### src/hw/rtl/poc_pkg.sv
package poc_pkg;

    localparam int MAX_PATTERN = 8;
    localparam int TEXT_MAX    = 65536;

    localparam int BYTE_W     = 8;
    localparam int PAT_W      = MAX_PATTERN * BYTE_W;
    localparam int LEN_W      = 4;
    localparam int POS_W      = $clog2(TEXT_MAX) + 1;
    localparam int COUNT_W    = 17;
    localparam int START_W    = 16;
    localparam int CFG_IDX_W  = 2;
    localparam int CFG_DATA_W = 64;
    localparam int WIN_IDX_W  = (MAX_PATTERN > 1) ? $clog2(MAX_PATTERN) : 1;

    localparam logic [COUNT_W-1:0] COUNT_SAT   = '1;
    localparam logic [POS_W-1:0]   POS_LIMIT   = POS_W'(TEXT_MAX);
    localparam logic [LEN_W-1:0]   LEN_MAX     = LEN_W'(MAX_PATTERN);
    localparam logic [LEN_W-1:0]   LEN_RESET   = LEN_W'(1);

    localparam logic [BYTE_W-1:0]  CHAR_UPPER_A = 8'h41;
    localparam logic [BYTE_W-1:0]  CHAR_UPPER_Z = 8'h5A;
    localparam logic [BYTE_W-1:0]  CHAR_LOWER_A = 8'h61;

    typedef enum logic [CFG_IDX_W-1:0] {
        REG_PATTERN_BYTES  = 2'd0,
        REG_PATTERN_LENGTH = 2'd1,
        REG_IGNORE_CASE    = 2'd2
    } cfg_index_t;

    typedef struct packed {
        logic [PAT_W-1:0] pattern_bytes;
        logic [LEN_W-1:0] pattern_length;
        logic             ignore_case;
    } cfg_regs_t;

    function automatic logic [BYTE_W-1:0] fold(input logic [BYTE_W-1:0] c, input logic on);
        logic [BYTE_W-1:0] res;
        res = c;
        if (on && (c inside {[CHAR_UPPER_A:CHAR_UPPER_Z]}))
        begin
            res = c - CHAR_UPPER_A + CHAR_LOWER_A;
        end
        return res;
    endfunction

endpackage

### src/hw/rtl/poc_if.sv
interface poc_text_if;
    logic                        valid;
    logic                        ready;
    logic [poc_pkg::BYTE_W-1:0]  text_byte;
    logic                        last_byte;

    modport source (output valid, output text_byte, output last_byte, input ready);
    modport sink   (input valid, input text_byte, input last_byte, output ready);
endinterface

interface poc_result_if;
    logic                         valid;
    logic                         ready;
    logic                         match_found;
    logic [poc_pkg::START_W-1:0]  match_start;
    logic [poc_pkg::COUNT_W-1:0]  match_total;
    logic                         text_overflow;
    logic                         text_done;

    modport source (output valid, output match_found, output match_start,
                    output match_total, output text_overflow, output text_done,
                    input ready);
    modport sink   (input valid, input match_found, input match_start,
                    input match_total, input text_overflow, input text_done,
                    output ready);
endinterface

interface poc_cfg_if;
    logic                            valid;
    logic                            ready;
    logic [poc_pkg::CFG_IDX_W-1:0]   index;
    logic [poc_pkg::CFG_DATA_W-1:0]  data;

    modport source (output valid, output index, output data, input ready);
    modport sink   (input valid, input index, input data, output ready);
endinterface

### src/hw/rtl/pattern_occurrence_counter_unit.sv
// Pattern occurrence counter.
// text_in takes one text byte per transfer with a last_byte mark; result_out
// gives one result per byte: match_found, match_start, match_total,
// text_overflow and text_done. cfg writes pattern_bytes (index 0),
// pattern_length (index 1) and ignore_case (index 2); it is always ready and
// is to be written only while no bytes are in flight.
// Each accepted byte is held in the input register, is evaluated against the
// window and counters, and its result is loaded into the result register.
// Throughput is one byte per cycle unless result_out stalls: the window
// compare is a parallel check of up to 8 bytes and the position/count
// update is one add. When result_out stalls, the input register holds its
// byte and text_in ready drops once both registers are full.
// A byte with last_byte set reports its result, then the window, position,
// next allowed start and count clear for the next text.
// Reset (rst_n low) empties both registers, clears all text state and sets
// the pattern to 0, length to 1 and case folding off.
module pattern_occurrence_counter_unit (
    input  logic   clk,
    input  logic   rst_n,
    poc_text_if.sink     text_in,
    poc_result_if.source result_out,
    poc_cfg_if.sink      cfg
);

    poc_pkg::cfg_regs_t cfg_regs_reg;

    logic                        s1_valid_reg;
    logic [poc_pkg::BYTE_W-1:0]  s1_byte_reg;
    logic                        s1_last_reg;

    logic [poc_pkg::PAT_W-1:0]   window_reg;
    logic [poc_pkg::POS_W-1:0]   pos_reg;
    logic [poc_pkg::POS_W-1:0]   nas_reg;
    logic [poc_pkg::COUNT_W-1:0] count_reg;

    logic                        out_valid_reg;
    logic                        out_found_reg;
    logic [poc_pkg::START_W-1:0] out_start_reg;
    logic [poc_pkg::COUNT_W-1:0] out_total_reg;
    logic                        out_overflow_reg;
    logic                        out_done_reg;

    logic                        out_can_load;
    logic                        s1_fire;
    logic                        in_fire;
    logic                        overflow;
    logic [poc_pkg::LEN_W-1:0]   len_eff;
    logic [poc_pkg::PAT_W-1:0]   window_next;
    logic [poc_pkg::POS_W-1:0]   pos_next;
    logic [poc_pkg::POS_W-1:0]   start_ofs;
    logic                        start_ok;
    logic                        hit;
    logic                        found;
    logic [poc_pkg::COUNT_W-1:0] count_next;

    assign cfg.ready = 1'b1;

    always_ff @(posedge clk or negedge rst_n)
    begin
        if (!rst_n)
        begin
            cfg_regs_reg.pattern_bytes  <= '0;
            cfg_regs_reg.pattern_length <= poc_pkg::LEN_RESET;
            cfg_regs_reg.ignore_case    <= 1'b0;
        end
        else if (cfg.valid)
        begin
            case (cfg.index)
                poc_pkg::REG_PATTERN_BYTES:
                begin
                    cfg_regs_reg.pattern_bytes <= cfg.data[poc_pkg::PAT_W-1:0];
                end
                poc_pkg::REG_PATTERN_LENGTH:
                begin
                    cfg_regs_reg.pattern_length <= cfg.data[poc_pkg::LEN_W-1:0];
                end
                poc_pkg::REG_IGNORE_CASE:
                begin
                    cfg_regs_reg.ignore_case <= cfg.data[0];
                end
                default:
                begin
                end
            endcase
        end
    end

    assign out_can_load  = !out_valid_reg || result_out.ready;
    assign s1_fire       = s1_valid_reg && out_can_load;
    assign text_in.ready = !s1_valid_reg || out_can_load;
    assign in_fire       = text_in.valid && text_in.ready;

    always_ff @(posedge clk or negedge rst_n)
    begin
        if (!rst_n)
        begin
            s1_valid_reg <= 1'b0;
        end
        else if (in_fire)
        begin
            s1_valid_reg <= 1'b1;
        end
        else if (s1_fire)
        begin
            s1_valid_reg <= 1'b0;
        end
    end

    always_ff @(posedge clk)
    begin
        if (in_fire)
        begin
            s1_byte_reg <= text_in.text_byte;
            s1_last_reg <= text_in.last_byte;
        end
    end

    assign overflow    = (pos_reg >= poc_pkg::POS_LIMIT);
    assign len_eff     = (cfg_regs_reg.pattern_length > poc_pkg::LEN_MAX) ?
                         poc_pkg::LEN_MAX : cfg_regs_reg.pattern_length;
    assign window_next = {window_reg[poc_pkg::PAT_W-poc_pkg::BYTE_W-1:0], s1_byte_reg};
    assign pos_next    = pos_reg + poc_pkg::POS_W'(1);
    assign start_ofs   = pos_next - poc_pkg::POS_W'(len_eff);
    assign start_ok    = (pos_next >= poc_pkg::POS_W'(len_eff)) && (start_ofs >= nas_reg);

    poc_match u_match (
        .window   (window_next),
        .cfg_regs (cfg_regs_reg),
        .len_eff  (len_eff),
        .hit      (hit)
    );

    assign found      = !overflow && start_ok && hit;
    assign count_next = (found && (count_reg != poc_pkg::COUNT_SAT)) ?
                        count_reg + poc_pkg::COUNT_W'(1) : count_reg;

    always_ff @(posedge clk or negedge rst_n)
    begin
        if (!rst_n)
        begin
            window_reg <= '0;
            pos_reg    <= '0;
            nas_reg    <= '0;
            count_reg  <= '0;
        end
        else if (s1_fire)
        begin
            if (s1_last_reg)
            begin
                window_reg <= '0;
                pos_reg    <= '0;
                nas_reg    <= '0;
                count_reg  <= '0;
            end
            else if (!overflow)
            begin
                window_reg <= window_next;
                pos_reg    <= pos_next;
                count_reg  <= count_next;
                if (found)
                begin
                    nas_reg <= pos_next;
                end
            end
        end
    end

    always_ff @(posedge clk or negedge rst_n)
    begin
        if (!rst_n)
        begin
            out_valid_reg <= 1'b0;
        end
        else if (s1_fire)
        begin
            out_valid_reg <= 1'b1;
        end
        else if (result_out.ready)
        begin
            out_valid_reg <= 1'b0;
        end
    end

    always_ff @(posedge clk)
    begin
        if (s1_fire)
        begin
            out_found_reg    <= found;
            out_start_reg    <= found ? start_ofs[poc_pkg::START_W-1:0] : '0;
            out_total_reg    <= count_next;
            out_overflow_reg <= overflow;
            out_done_reg     <= s1_last_reg;
        end
    end

    assign result_out.valid         = out_valid_reg;
    assign result_out.match_found   = out_found_reg;
    assign result_out.match_start   = out_start_reg;
    assign result_out.match_total   = out_total_reg;
    assign result_out.text_overflow = out_overflow_reg;
    assign result_out.text_done     = out_done_reg;

endmodule

### src/hw/rtl/poc_match.sv
module poc_match (
    input  logic [poc_pkg::PAT_W-1:0]  window,
    input  poc_pkg::cfg_regs_t         cfg_regs,
    input  logic [poc_pkg::LEN_W-1:0]  len_eff,
    output logic                       hit
);

    logic [poc_pkg::LEN_W-1:0]     tap;
    logic [poc_pkg::WIN_IDX_W-1:0] idx;
    logic [poc_pkg::BYTE_W-1:0]    pat_byte;
    logic [poc_pkg::BYTE_W-1:0]    txt_byte;

    // pattern byte i lines up with window entry len-1-i (entry 0 is newest)
    always_comb
    begin
        hit      = (len_eff != '0);
        tap      = '0;
        idx      = '0;
        pat_byte = '0;
        txt_byte = '0;
        for (int i = 0; i < poc_pkg::MAX_PATTERN; i++)
        begin
            if (poc_pkg::LEN_W'(i) < len_eff)
            begin
                tap      = len_eff - poc_pkg::LEN_W'(i) - poc_pkg::LEN_W'(1);
                idx      = tap[poc_pkg::WIN_IDX_W-1:0];
                pat_byte = cfg_regs.pattern_bytes[i*poc_pkg::BYTE_W +: poc_pkg::BYTE_W];
                txt_byte = window[idx*poc_pkg::BYTE_W +: poc_pkg::BYTE_W];
                if (poc_pkg::fold(pat_byte, cfg_regs.ignore_case) !=
                    poc_pkg::fold(txt_byte, cfg_regs.ignore_case))
                begin
                    hit = 1'b0;
                end
            end
        end
    end

endmodule

### src/flat_wrapper.sv
// flat-port wrapper written by rule: the top's interface ports become plain ports
module pattern_occurrence_counter_unit_flat 
  (clk, rst_n, text_in_valid, text_in_text_byte, text_in_last_byte, text_in_ready, result_out_valid, result_out_match_found, result_out_match_start, result_out_match_total, result_out_text_overflow, result_out_text_done, result_out_ready, cfg_valid, cfg_index, cfg_data, cfg_ready);
  poc_text_if text_in_i ();
  poc_result_if result_out_i ();
  poc_cfg_if cfg_i ();
  input  logic clk;
  input  logic rst_n;
  input wire logic [$bits(text_in_i.valid)-1:0] text_in_valid;
  input wire logic [$bits(text_in_i.text_byte)-1:0] text_in_text_byte;
  input wire logic [$bits(text_in_i.last_byte)-1:0] text_in_last_byte;
  output wire logic [$bits(text_in_i.ready)-1:0] text_in_ready;
  output wire logic [$bits(result_out_i.valid)-1:0] result_out_valid;
  output wire logic [$bits(result_out_i.match_found)-1:0] result_out_match_found;
  output wire logic [$bits(result_out_i.match_start)-1:0] result_out_match_start;
  output wire logic [$bits(result_out_i.match_total)-1:0] result_out_match_total;
  output wire logic [$bits(result_out_i.text_overflow)-1:0] result_out_text_overflow;
  output wire logic [$bits(result_out_i.text_done)-1:0] result_out_text_done;
  input wire logic [$bits(result_out_i.ready)-1:0] result_out_ready;
  input wire logic [$bits(cfg_i.valid)-1:0] cfg_valid;
  input wire logic [$bits(cfg_i.index)-1:0] cfg_index;
  input wire logic [$bits(cfg_i.data)-1:0] cfg_data;
  output wire logic [$bits(cfg_i.ready)-1:0] cfg_ready;
  assign text_in_i.valid = text_in_valid;
  assign text_in_i.text_byte = text_in_text_byte;
  assign text_in_i.last_byte = text_in_last_byte;
  assign text_in_ready = text_in_i.ready;
  assign result_out_valid = result_out_i.valid;
  assign result_out_match_found = result_out_i.match_found;
  assign result_out_match_start = result_out_i.match_start;
  assign result_out_match_total = result_out_i.match_total;
  assign result_out_text_overflow = result_out_i.text_overflow;
  assign result_out_text_done = result_out_i.text_done;
  assign result_out_i.ready = result_out_ready;
  assign cfg_i.valid = cfg_valid;
  assign cfg_i.index = cfg_index;
  assign cfg_i.data = cfg_data;
  assign cfg_ready = cfg_i.ready;
  pattern_occurrence_counter_unit u_core (.clk(clk), .rst_n(rst_n), .text_in(text_in_i), .result_out(result_out_i), .cfg(cfg_i));
endmodule
### config.mk
export PLATFORM = sky130hd
export DESIGN_NAME = pattern_occurrence_counter_unit_flat
export DESIGN_NICKNAME = d
export VERILOG_FILES = /design/src/hw/rtl/poc_pkg.sv /design/src/hw/rtl/poc_if.sv /design/src/hw/rtl/pattern_occurrence_counter_unit.sv /design/src/hw/rtl/poc_match.sv /design/src/flat_wrapper.sv
export SDC_FILE = /design/constraint.sdc
export NUM_CORES = 1
export LEC_CHECK = 0
export BUFFER_PORTS_ARGS = -buffer_cell sky130_fd_sc_hd__buf_2
export CORE_ASPECT_RATIO = 0.75
export CORE_MARGIN = 2
export CORE_UTILIZATION = 55
export DETAILED_ROUTE_END_ITERATION = 6
export GPL_ROUTABILITY_DRIVEN = 0
export PLACE_DENSITY = 0.77
export SLEW_MARGIN = 25
export SYNTH_ARGS = -nofsm -noshare
export SYNTH_HDL_FRONTEND = slang
export SYNTH_SLANG_ARGS = --single-unit
### constraint.sdc
create_clock -name clk -period 5.7 [get_ports clk]
set_input_delay 0.855 -clock clk [delete_from_list [all_inputs] [get_ports clk]]
set_output_delay 0.855 -clock clk [all_outputs]
set_load 0.01 [all_outputs]
# ---- Yosys cells after proc, flatten, opt, wreduce, memory -nomap -nowiden
# Index checks and enable logic that the tools add are counted.
dict set report totals {
  regBits 223
  latch_bits 0
  mem_bits_rw 0
  rom_bits 0
  input_bits 80
  out_inout_bits 39
  elab_cells 245
  memories 0
}
dict set report op_classes {
  addsub 49
  n_mul 0
  n_div 0
  n_lt_le_gt_ge 44
  eq_ne 12
  shifts 8
  n_mux 63
  n_bitwise 0
  reduce_logical 53
}
# cell count
set ops {}
lappend ops {{$shiftx 64x7->8} 8}
lappend ops {{$mux 8} 32}
lappend ops {{$mux 17} 8}
lappend ops {{$add 8x7->8 const B} 16}
lappend ops {{$ge 8x7->1 const B} 16}
lappend ops {{$le 8x7->1 const B} 16}
lappend ops {{$sub 8x7->8 const B} 16}
lappend ops {{$mux 56} 2}
lappend ops {{$ne 8x8->1} 8}
lappend ops {{$logic_and 1x1->1} 38}
lappend ops {{$add 17x1->17 const B} 2}
lappend ops {{$sub 3x1->3 const B} 8}
lappend ops {{$mux 1} 20}
lappend ops {{$ge 17x17->1} 1}
lappend ops {{$ge 17x17->1 const B} 1}
lappend ops {{$ge 17x4->1} 1}
lappend ops {{$ne 17x17->1 const B} 1}
lappend ops {{$sub 17x4->17} 1}
lappend ops {{$lt 3x4->1 const A} 4}
lappend ops {{$sub 3x3->3 const B} 4}
lappend ops {{$lt 1x4->1 const A} 2}
lappend ops {{$lt 2x4->1 const A} 2}
lappend ops {{$reduce_and 2->1} 4}
lappend ops {{$reduce_bool 2->1} 3}
lappend ops {{other kinds (11)} 15}

# ---- Longest topological paths before layout
# Gate-level depths: netlist of run 1.
dict set report logic_depth {
  depth_word 31
  mapped_depth 28
  mapped_depth_nobuf 24
}

# ---- Cells and area by module
# From an unflattened synthesis of run 1, not the netlist that was laid out.
dict set report unflattened {
  cells_unflattened 1607
  area_unflattened_um2 16489.6
}
# mod n_inst cells_each area_each_um2 seq_area_each_um2
set by_module_without_submodules {}
lappend by_module_without_submodules {pattern_occurrence_counter_unit 1 979 10616.4 5806.8}
lappend by_module_without_submodules {poc_match 1 628 5873.1 0.0}

# ---- Worst setup path after synthesis of run 1
# Ideal clock, no wire load.
dict set report synth_path {
  kind {flip-flop to flip-flop}
  from {reg u_core.cfg_regs_reg[4] (netlist bit)}
  to {reg u_core.nas_reg[12] (netlist bit)}
  setup_ps 75
  arrival_time_ps 5674
  required_time_ps 5625
  slack_ps -48
  stages_incl_launch_ff 26
  path_buffers 4
  synth_period_minus_slack_ps 5748
  cell_sequence {dfrtp_1 > nand2b_1 > buf_2 > buf_1 > ha_1 > nor2b_1 > o21ai_0 > nand2b_1 > a211oi_1 > nor4bb_1 > xnor2_1 > ha_1 > nand2_1 > or4_1 > o21ai_0 > a21oi_1 > inv_1 > a221oi_1 > a221o_1 > nand2_1 > o2111ai_1 > or3b_1 > buf_2 > or3_4 > buf_6 > o21ai_2}
}
dict set report synth_between {
  word_cells_on_any_way 129
  cone_classes {add/sub: 31; order compare: 27; eq/ne: 8; shift: 8; mux: 33; reduce/logical: 22}
}
# item line
set synth_rtl {}
lappend synth_rtl {{start: declaration} pattern_occurrence_counter_unit.sv:25} ;# poc_pkg::cfg_regs_t cfg_regs_reg;
lappend synth_rtl {{$gt 4x4->1} pattern_occurrence_counter_unit.sv:119} ;# assign len_eff = (cfg_regs_reg.pattern_length > poc_pkg::LEN_MAX) ?
lappend synth_rtl {{$mux 4 *} pattern_occurrence_counter_unit.sv:119}
lappend synth_rtl {{$sub 17x4->17 *} pattern_occurrence_counter_unit.sv:123} ;# assign start_ofs = pos_next - poc_pkg::POS_W'(len_eff);
lappend synth_rtl {{net u_core.start_ofs (one bit)} pattern_occurrence_counter_unit.sv:50} ;# logic [poc_pkg::POS_W-1:0] start_ofs;
lappend synth_rtl {{$ge 17x17->1 *} pattern_occurrence_counter_unit.sv:124} ;# assign start_ok = (pos_next >= poc_pkg::POS_W'(len_eff)) && (start_ofs >= nas_reg);
lappend synth_rtl {{$logic_and 1x1->1 *} pattern_occurrence_counter_unit.sv:124}
lappend synth_rtl {{$logic_and 1x1->1 * (2 in series)} pattern_occurrence_counter_unit.sv:133} ;# assign found = !overflow && start_ok && hit;
lappend synth_rtl {{$reduce_bool 2->1 (no source line) *} -}
lappend synth_rtl {{$reduce_and 3->1 (no source line) *} -}
lappend synth_rtl {{end signal: assignment} pattern_occurrence_counter_unit.sv:162} ;# nas_reg <= pos_next;
lappend synth_rtl {{end: declaration} pattern_occurrence_counter_unit.sv:33} ;# logic [poc_pkg::POS_W-1:0] nas_reg;
# The timed path passes the listed nets; every way through them passes the cells marked *. The select of a mux whose other input is x is not followed.
# A chain may end at the register's enable or synchronous reset.

# ---- Worst setup path in the final report of run 1
dict set report layout_path {
  from {reg u_core.cfg_regs_reg[4] (netlist bit)}
  to {reg u_core.nas_reg[14] (netlist bit)}
}
dict set report layout_between {
  elab_chain_len 29
  word_cells_on_any_way 129
  cone_classes {add/sub: 31; order compare: 27; eq/ne: 8; shift: 8; mux: 33; reduce/logical: 22}
}
# item line
set layout_lines {}
lappend layout_lines {{$gt 4x4->1} pattern_occurrence_counter_unit.sv:119}
lappend layout_lines {{$mux 4 *} pattern_occurrence_counter_unit.sv:119}
lappend layout_lines {{branches (longest 24 deep; another with $sub 8x7->8)} -}
lappend layout_lines {{$logic_and 1x1->1 *} pattern_occurrence_counter_unit.sv:133}
lappend layout_lines {{$reduce_bool 2->1 (no source line) *} -}
lappend layout_lines {{$reduce_and 3->1 (no source line) *} -}
# Mark *: on every way between the ends. The select of a mux whose other input is x is not followed.

==> qor.csv, run 1 <==
stage,metric,value,unit
status,outcome,"finished, violations left",
status,violations,design-rule violations,
drt,drt-wirelength-per-cell,21.38,um
die,die_h,152.2,um
yosys,ys.warnings.count,0,
yosys,post_synth_xor_area_fraction,6.318,%
yosys,synthArstFlopShare,79.82,%
yosys,yosysSeqAreaShare,36.07,%
placement,placement.setup.worst_slack,-4.897,ps
sta,min_period_over_period,98.93,%
job,max_cap_viol_count,0,
sta,final-setup-viol-count,0,
grt,antenna_found_initial,2,
die,initial_core_util,55.68,%
yosys,synth.ff_latch_count,223,
grt,grt_overflow,0,
sta,fin_worst_skew,23.55,ps
yosys,synth_top_family_by_area,simple AND/OR/NAND/NOR gates,
power,leakage,7.595,nW
yosys,synth_compound_gate_area_share,16.06,%
clocking,cts_sinks,223,
die,core_area,0.02892,sq mm
die,die_area,0.03067,sq mm
yosys,yosys_most_used_dff,sky130_fd_sc_hd__dfrtp_1,
yosys,yosys_cell_types,100,
critical_path,start_of_the_worst_register_to_register_path,u_core.cfg_regs_reg[4],
critical_path,start_kind,register,
layout,finish.net_count,1914,
placement,post-place-cells,2151,
grt,via_count_of_the_first_global_routing_pass,13480,
critical_path,worst-r2r-cell-count,17,
layout,post_route_cells_drive_above_1_share,23.31,%
die,dieWidth,201.6,um
layout,final_common_cell,sky130_fd_sc_hd__nand2_1,
grt,wire_length_of_the_first_global_routing_pass,74750,um
power,vdd_drop_max,217.9,uV
critical_path,crit_chain,nand2b_1 > buf_4 > ha_1 > ha_1 > clkinv_1 > buf_4 > mux4_2 > a2bb2oi_1 > nor2_1 > nor4b_1 > nor4bb_1 > buf_4 > nor3_1 > nand2_1 > or3b_1 > or3_4 > o21ai_0,
layout,area_growth,13.31,%
yosys,yosys.area_share.simple,17.83,%
yosys,synth-adder-area-share,3.699,%
critical_path,crit_top_cell,sky130_fd_sc_hd__buf_4,
critical_path,crit_path_top_delay_cell,sky130_fd_sc_hd__or3_4,
layout,final-instance-count-excl-fill,2200,
drt,vias_per_cell,6.485,
drt,drt_iter0_drc,1901,
layout,largest_register_ffs,69,
sta,totalNegativeSetupSlack,0,ps
clocking,cts_tree,built,
die,row_count,54,
sta,tightestPinTransition,1186,ps
drt,drt_pass1_iterations,7,
placement,port_buffers,117,
critical_path,ff2ff_setup_slack,60,ps
yosys,netlist_area,0.01610,sq mm
layout,postLayoutCellArea,0.01824,sq mm
sta,worst_slack,61.17,ps
clocking,total_cts_buffers,25,
sta,final-max-slew-violation-count,0,
clocking,clk_latency,550,ps
clocking,cts-root-buf,sky130_fd_sc_hd__clkbuf_16,
drt,finalWirelength,47050,um
power,power_density_over_the_cells,349.6,mW/mm^2
drt,route.antenna.remaining_nets,0,
critical_path,regToRegEndpoint,u_core.nas_reg[14],
yosys,syn_avg_cell_area,9.653,sq um
sta,hold_viol_final,0,
yosys,muxShareOfSynthArea,15.00,%
yosys,syn_inst,1668,
drt,routed-via-count,14270,
drt,route.detailed.drc,6,
sta,slew-limit-headroom,19.93,%
clocking,clkSlewWorstSetupHoldPaths,60,ps
clocking,clk_path_buf_depth,3,
placement,placedInstanceArea,0.01731,sq mm
sta,period_minus_slack,5639,ps
layout,final_core_util,63.09,%
grt,grt_max_degree,101,
critical_path,data_required_time_at_the_worst_endpoint,6150,ps
yosys,synth_edf_count,45,
min_path,hold_class,in -> async,
placement,dp_hpwl,34120,um
critical_path,timing.setup.critical_path_class,reg -> reg,
die,floorplan.io_pins,119,
critical_path,critical_path_arrival,6090,ps
clocking,clock_tree.htree_level_count,1,
critical_path,cp_max_stage_delay,510,ps
grt,track_usage,30.39,%
yosys,mappedNetlistNets,1795,
sta,timing.fmax,0.1773,GHz
critical_path,critPathMaxFanout,19,
layout,layout.cells.most_common_list,"sky130_fd_sc_hd__nand2_1, sky130_fd_sc_hd__dfrtp_1, sky130_fd_sc_hd__buf_2",
critical_path,critPathCaptureType,register,
## power breakdown
group	switching [mW]	leakage (nW)	internal (mW)	total (mW)
logic	1.58	4.43	1.17	2.75
clock network	0.682	0.402	0.948	1.63
registers	0.211	2.76	1.78	2.00
total	2.48	7.59	3.90	6.38
## kinds of logic (layout without fill, tap and decap cells)
group	after synthesis	after routing
AOI/OAI and AO/OA	372	372
xor gates and xnor gates	112	112
adders and majority gates	47	47
buffers and inverters	179	317
DFF	223	223
muxes	173	173
other	1	3
and+or+nand+nor	561	561
## final cells by class
cell class                      instances  area (sq um)
Antenna cell                            2         5.005
Clock buffer                           30         644.4
Clock inverter                         16         171.4
Fill cell                            2320         10670
Inverter                               69         262.8
Multi-Input combinational cell       1266          9598
Sequential cell                       223          5807
Tap cell                              392         490.5
Timing Repair Buffer                  202          1265
## per-layer routing
metal	GRT usage (%)	up-vias	share of wire (%)	routed length, um
met5	0	-	0	0
met4	9.804	0	3.6	1681
met3	10.50	150	14	6462
met2	42.99	889	41	19420
met1	43.71	6802	41	19490
li1	-	6425	-	-
## worst max-delay path: cells and delay by family (launching register included)
family / cells / cell delay [ps]
simple gates: 8 / 2520
mux: 1 / 440
fa+ha+maj: 2 / 670
flops: 1 / 480
buf+inv: 4 / 960
compound gates: 2 / 450
## how the worst max path moves through the flow
stage / depth (start not counted) / from / slack (ps) / endpoint
CTS: 27 / u_core.pos_reg[0] / 70 / u_core.nas_reg[15]
global placement: 25 / u_core.pos_reg[0] / 190 / u_core.result_out.match_total[16]
global route: 24 / u_core.pos_reg[0] / -20 / u_core.nas_reg[14]
floorplan: 25 / u_core.cfg_regs_reg[4] / 30 / u_core.nas_reg[12]
finish: 17 / u_core.cfg_regs_reg[4] / 60 / u_core.nas_reg[14]
detailed placement: 27 / u_core.pos_reg[0] / -5 / u_core.nas_reg[14]
## timing repair
action	CTS	global route
endpoints found under the setup margin	11	62
cloned	0	0
setup buffers	0	1
hold buffers	0	0
gates resized for setup	2	18
pin swaps	0	4
## synthesized netlist by cell type, types with 11 or more instances
library cell                count  area [sq um]
sky130_fd_sc_hd__a2111oi_0     14         122.6
sky130_fd_sc_hd__a211oi_1      20         150.1
sky130_fd_sc_hd__a21oi_1       42         210.2
sky130_fd_sc_hd__a22oi_1       11         82.58
sky130_fd_sc_hd__and2_1        23         143.9
sky130_fd_sc_hd__and3_1        15         93.84
sky130_fd_sc_hd__and3b_1       16         140.1
sky130_fd_sc_hd__buf_2         25         125.1
sky130_fd_sc_hd__clkbuf_1      64         240.2
sky130_fd_sc_hd__dfrtp_1      177          4429
sky130_fd_sc_hd__edfxtp_1      45          1351
sky130_fd_sc_hd__ha_1          46         575.6
sky130_fd_sc_hd__inv_1         64         240.2
sky130_fd_sc_hd__mux2_2        79         889.6
sky130_fd_sc_hd__mux2i_1       46         460.4
sky130_fd_sc_hd__mux4_2        44         991.0
sky130_fd_sc_hd__nand2_1      221         829.6
sky130_fd_sc_hd__nand2b_1      14         87.58
sky130_fd_sc_hd__nand3_1       36         180.2
sky130_fd_sc_hd__nand4_1       19         118.9
sky130_fd_sc_hd__nor2_1        70         262.8
sky130_fd_sc_hd__nor2b_1       11         68.82
sky130_fd_sc_hd__nor3_1        40         200.2
sky130_fd_sc_hd__nor3b_1       15         112.6
sky130_fd_sc_hd__nor4_1        15         93.84
sky130_fd_sc_hd__nor4b_1       13         113.9
sky130_fd_sc_hd__o21ai_0      114         570.6
sky130_fd_sc_hd__o221ai_1      11         96.34
sky130_fd_sc_hd__o31ai_1       19         142.6
sky130_fd_sc_hd__xnor2_1       57         499.2
sky130_fd_sc_hd__xor2_1        52         455.4
## metrics by stage
stage | hold slack [ps] | power (mW)
2_1_floorplan | 424.4 | 3.835
6_report | 371.1 | 6.378
3_5_place_dp | 469.2 | 4.624
4_1_cts | 460.0 | 6.279
3_3_place_gp | 463.1 | 4.518
5_1_grt | 452.8 | 6.691
Power figures use the tool's default switching activity.
==> run 2: changes to the inputs <==
==> constraint.sdc (replaced) <==
create_clock -name clk -period 5.05 [get_ports clk]
set_input_delay 0.7575 -clock clk [delete_from_list [all_inputs] [get_ports clk]]
set_output_delay 0.7575 -clock clk [all_outputs]
set_load 0.01 [all_outputs]
==> run 2 against run 1 <==
  * Sequential share of layout area is 2.0 points lower
  * Global-route usage is 0.77 points higher
  * Setup slack worse by 340 ps
  * Fmax is 5.8% higher
  * Count of clock-buffer cells in the layout is 8 higher
  * Clock skew is 6.9 ps higher
  * Combinational power is 29% higher
  * Via count is 3.9% higher
  * Critical path depth is 11 higher
  * Final cell count is 4.7% higher
  * The flow finishes with violations (design-rule violations, negative setup slack)
  * Register-to-register slack worse by 340 ps
  * Sequential cell count stayed put
==> qor.csv, run 2 (same netlist as run 1, synthesis figures left out) <==
stage,metric,value,unit
status,outcome,"finished, violations left",
status,violations,"design-rule violations, negative setup slack",
critical_path,timing.setup.critical_path_class,reg -> reg,
sta,fin_worst_skew,30.44,ps
layout,final_common_cell,sky130_fd_sc_hd__nand2_1,
grt,grt_overflow,0,
layout,postLayoutCellArea,0.01945,sq mm
layout,final-instance-count-excl-fill,2304,
drt,routed-via-count,14830,
layout,nFillCells,2179,
layout,area_growth,20.83,%
sta,timing.fmax,0.1876,GHz
drt,drt_iter0_drc,1896,
placement,dp_hpwl,35480,um
clocking,clk_path_buf_depth,3,
sta,period_minus_slack,5330,ps
layout,sequential_cell_area,0.005809,sq mm
drt,route.antenna.remaining_nets,0,
power,leakage,8.156,nW
grt,track_usage,31.16,%
die,row_count,54,
sta,hold_viol_final,0,
die,die_h,152.2,um
drt,finalWirelength,49920,um
grt,wire_length_of_the_first_global_routing_pass,76220,um
placement,port_buffers,117,
clocking,cts_tree,built,
die,floorplan.io_pins,119,
die,initial_core_util,55.68,%
power,p_sw,2.935,mW
power,power_density_over_the_cells,389.2,mW/mm^2
sta,whs,226.7,ps
sta,min_period_over_period,105.6,%
critical_path,critPathCaptureType,register,
placement,post-place-cells,2244,
drt,drt-wirelength-per-cell,21.67,um
placement,placedInstanceArea,0.01810,sq mm
critical_path,crit_path_top_delay_cell,sky130_fd_sc_hd__or4_4,
critical_path,cp_max_stage_delay,510,ps
min_path,hold_class,in -> async,
critical_path,critical_path_arrival,5740,ps
grt,antenna_found_initial,0,
power,power.share.sequential,29.9,%
power,power.share.switching,38.76,%
die,dieWidth,201.6,um
clocking,cts-root-buf,sky130_fd_sc_hd__clkbuf_16,
drt,route.detailed.drc,4,
critical_path,critPathMaxFanout,7,
drt,vias_per_cell,6.435,
critical_path,crit_top_cell,sky130_fd_sc_hd__buf_4,
power,power.share.combinational,47.0,%
power,vdd_drop_max,291.4,uV
clocking,clk_latency,550,ps
power,pwr-share-clk,23.2,%
clocking,total_cts_buffers,25,
layout,largest_register_ffs,69,
layout,finish.net_count,2019,
layout,multi_input_comb_area,0.01001,sq mm
critical_path,start_kind,register,
critical_path,data_required_time_at_the_worst_endpoint,5460,ps
power,power,7.571,mW
power,power_report.internal_total,4.636,mW
layout,layout.cells.most_common_list,"sky130_fd_sc_hd__nand2_1, sky130_fd_sc_hd__dfrtp_1, sky130_fd_sc_hd__buf_4",
grt,via_count_of_the_first_global_routing_pass,14010,
sta,tightestPinTransition,1005,ps
sta,grt_setup_unrepaired,true,
sta,worst_slack,-280.3,ps
die,core_area,0.02892,sq mm
layout,post_route_cells_drive_above_1_share,30.72,%
clocking,clock_tree.htree_level_count,1,
die,die_area,0.03067,sq mm
grt,grt_max_degree,107,
placement,placement.setup.worst_slack,-238.3,ps
clocking,cts_sinks,223,
clocking,clkSlewWorstSetupHoldPaths,60,ps
job,max_cap_viol_count,0,
sta,final-setup-viol-count,46,
sta,final-max-slew-violation-count,0,
drt,drt_pass1_iterations,7,
sta,slew-limit-headroom,32.17,%
-- run 2: changes by cell type in the layout (fill, tap and decap cells not counted), moves of 6 or more --
cell	delta
sky130_fd_sc_hd__clkbuf_1	+6
sky130_fd_sc_hd__buf_6	+10
sky130_fd_sc_hd__ha_1	-6
sky130_fd_sc_hd__nand2_2	+12
sky130_fd_sc_hd__nand2_1	-13
sky130_fd_sc_hd__o21ai_0	-6
sky130_fd_sc_hd__buf_4	+93
sky130_fd_sc_hd__ha_4	+6
-- run 2: per-stage QoR --
step	utilization, %	TNS [ps]
final	67.28	-8477
after global routing	67.27	-16580
after CTS	65.97	-800.9
after detailed placement	62.60	-8913
after global placement	62.60	-2163
after floorplan	-	-3748
-- run 2: final timing paths --
| kind | start | to | slack [ps] | cells after the start |
|---|---|---|---|---|
| min reg2reg | u_core.nas_reg[15] | u_core.nas_reg[15] | 490 | 2 |
| min | rst_n | u_core.pos_reg[8] | 230 | 1 |
| max in group asynchronous | rst_n | u_core.pos_reg[0] | 3820 | 2 |
| max reg2reg | u_core.pos_reg[0] | u_core.nas_reg[10] | -280 | 28 |
| min in group clk | text_in_text_byte[7] | u_core.s1_byte_reg[7] | 400 | 1 |
| max | u_core.pos_reg[0] | u_core.nas_reg[10] | -280 | 28 |
-- run 2: timing repair --
item                                    4_1_cts  5_1_grt
hold buffers                                  0        0
cloned                                        0        1
gates resized for setup                      30       74
setup buffers                                 8        5
pin swaps                                    17       19
endpoints found under the setup margin       61       68
-- run 2: critical path: cells and delay by family (launching register included) --
kind            cells  cell delay (ps)
fa+ha+maj           3              750
xor+xnor            2              280
compound gates      9             1550
buf+inv             9             1200
flops               1              440
simple gates        5              980
-- run 2: cell type report --
| cell class | instances | share of cell area, % |
|---|---|---|
| timing repair buffer | 306 | 10.78 |
| tap | 392 | 2.521 |
| clock buffer | 38 | 3.569 |
| clock inverter | 8 | 0.3923 |
| inverter | 69 | 1.357 |
| timing repair inverter | 1 | 0.03859 |
| antenna | 1 | 0.01286 |
| sequential | 223 | 29.86 |
| multi-input combinational | 1266 | 51.47 |
-- run 2: power by group through the flow --
stage | Combinational (mW) | Clock [mW] | Sequential, mW
2_1_floorplan | 2.16 | 0 | 2.20
3_3_place_gp | 3.11 | 0 | 2.26
3_5_place_dp | 3.22 | 0 | 2.27
4_1_cts | 3.31 | 1.78 | 2.24
5_1_grt | 3.77 | 1.85 | 2.28
6_report | 3.56 | 1.75 | 2.26
-- run 2: layer usage --
layer  wire [um]  vias up  part of all wire [%]  global-route usage [%]
li1            -     6618                     -                       -
met1       20380     7133                    41                   44.28
met2       21240      921                    43                   44.71
met3        6541      154                    13                   10.95
met4        1755        0                   3.5                   9.804
met5           0        -                     0                       0
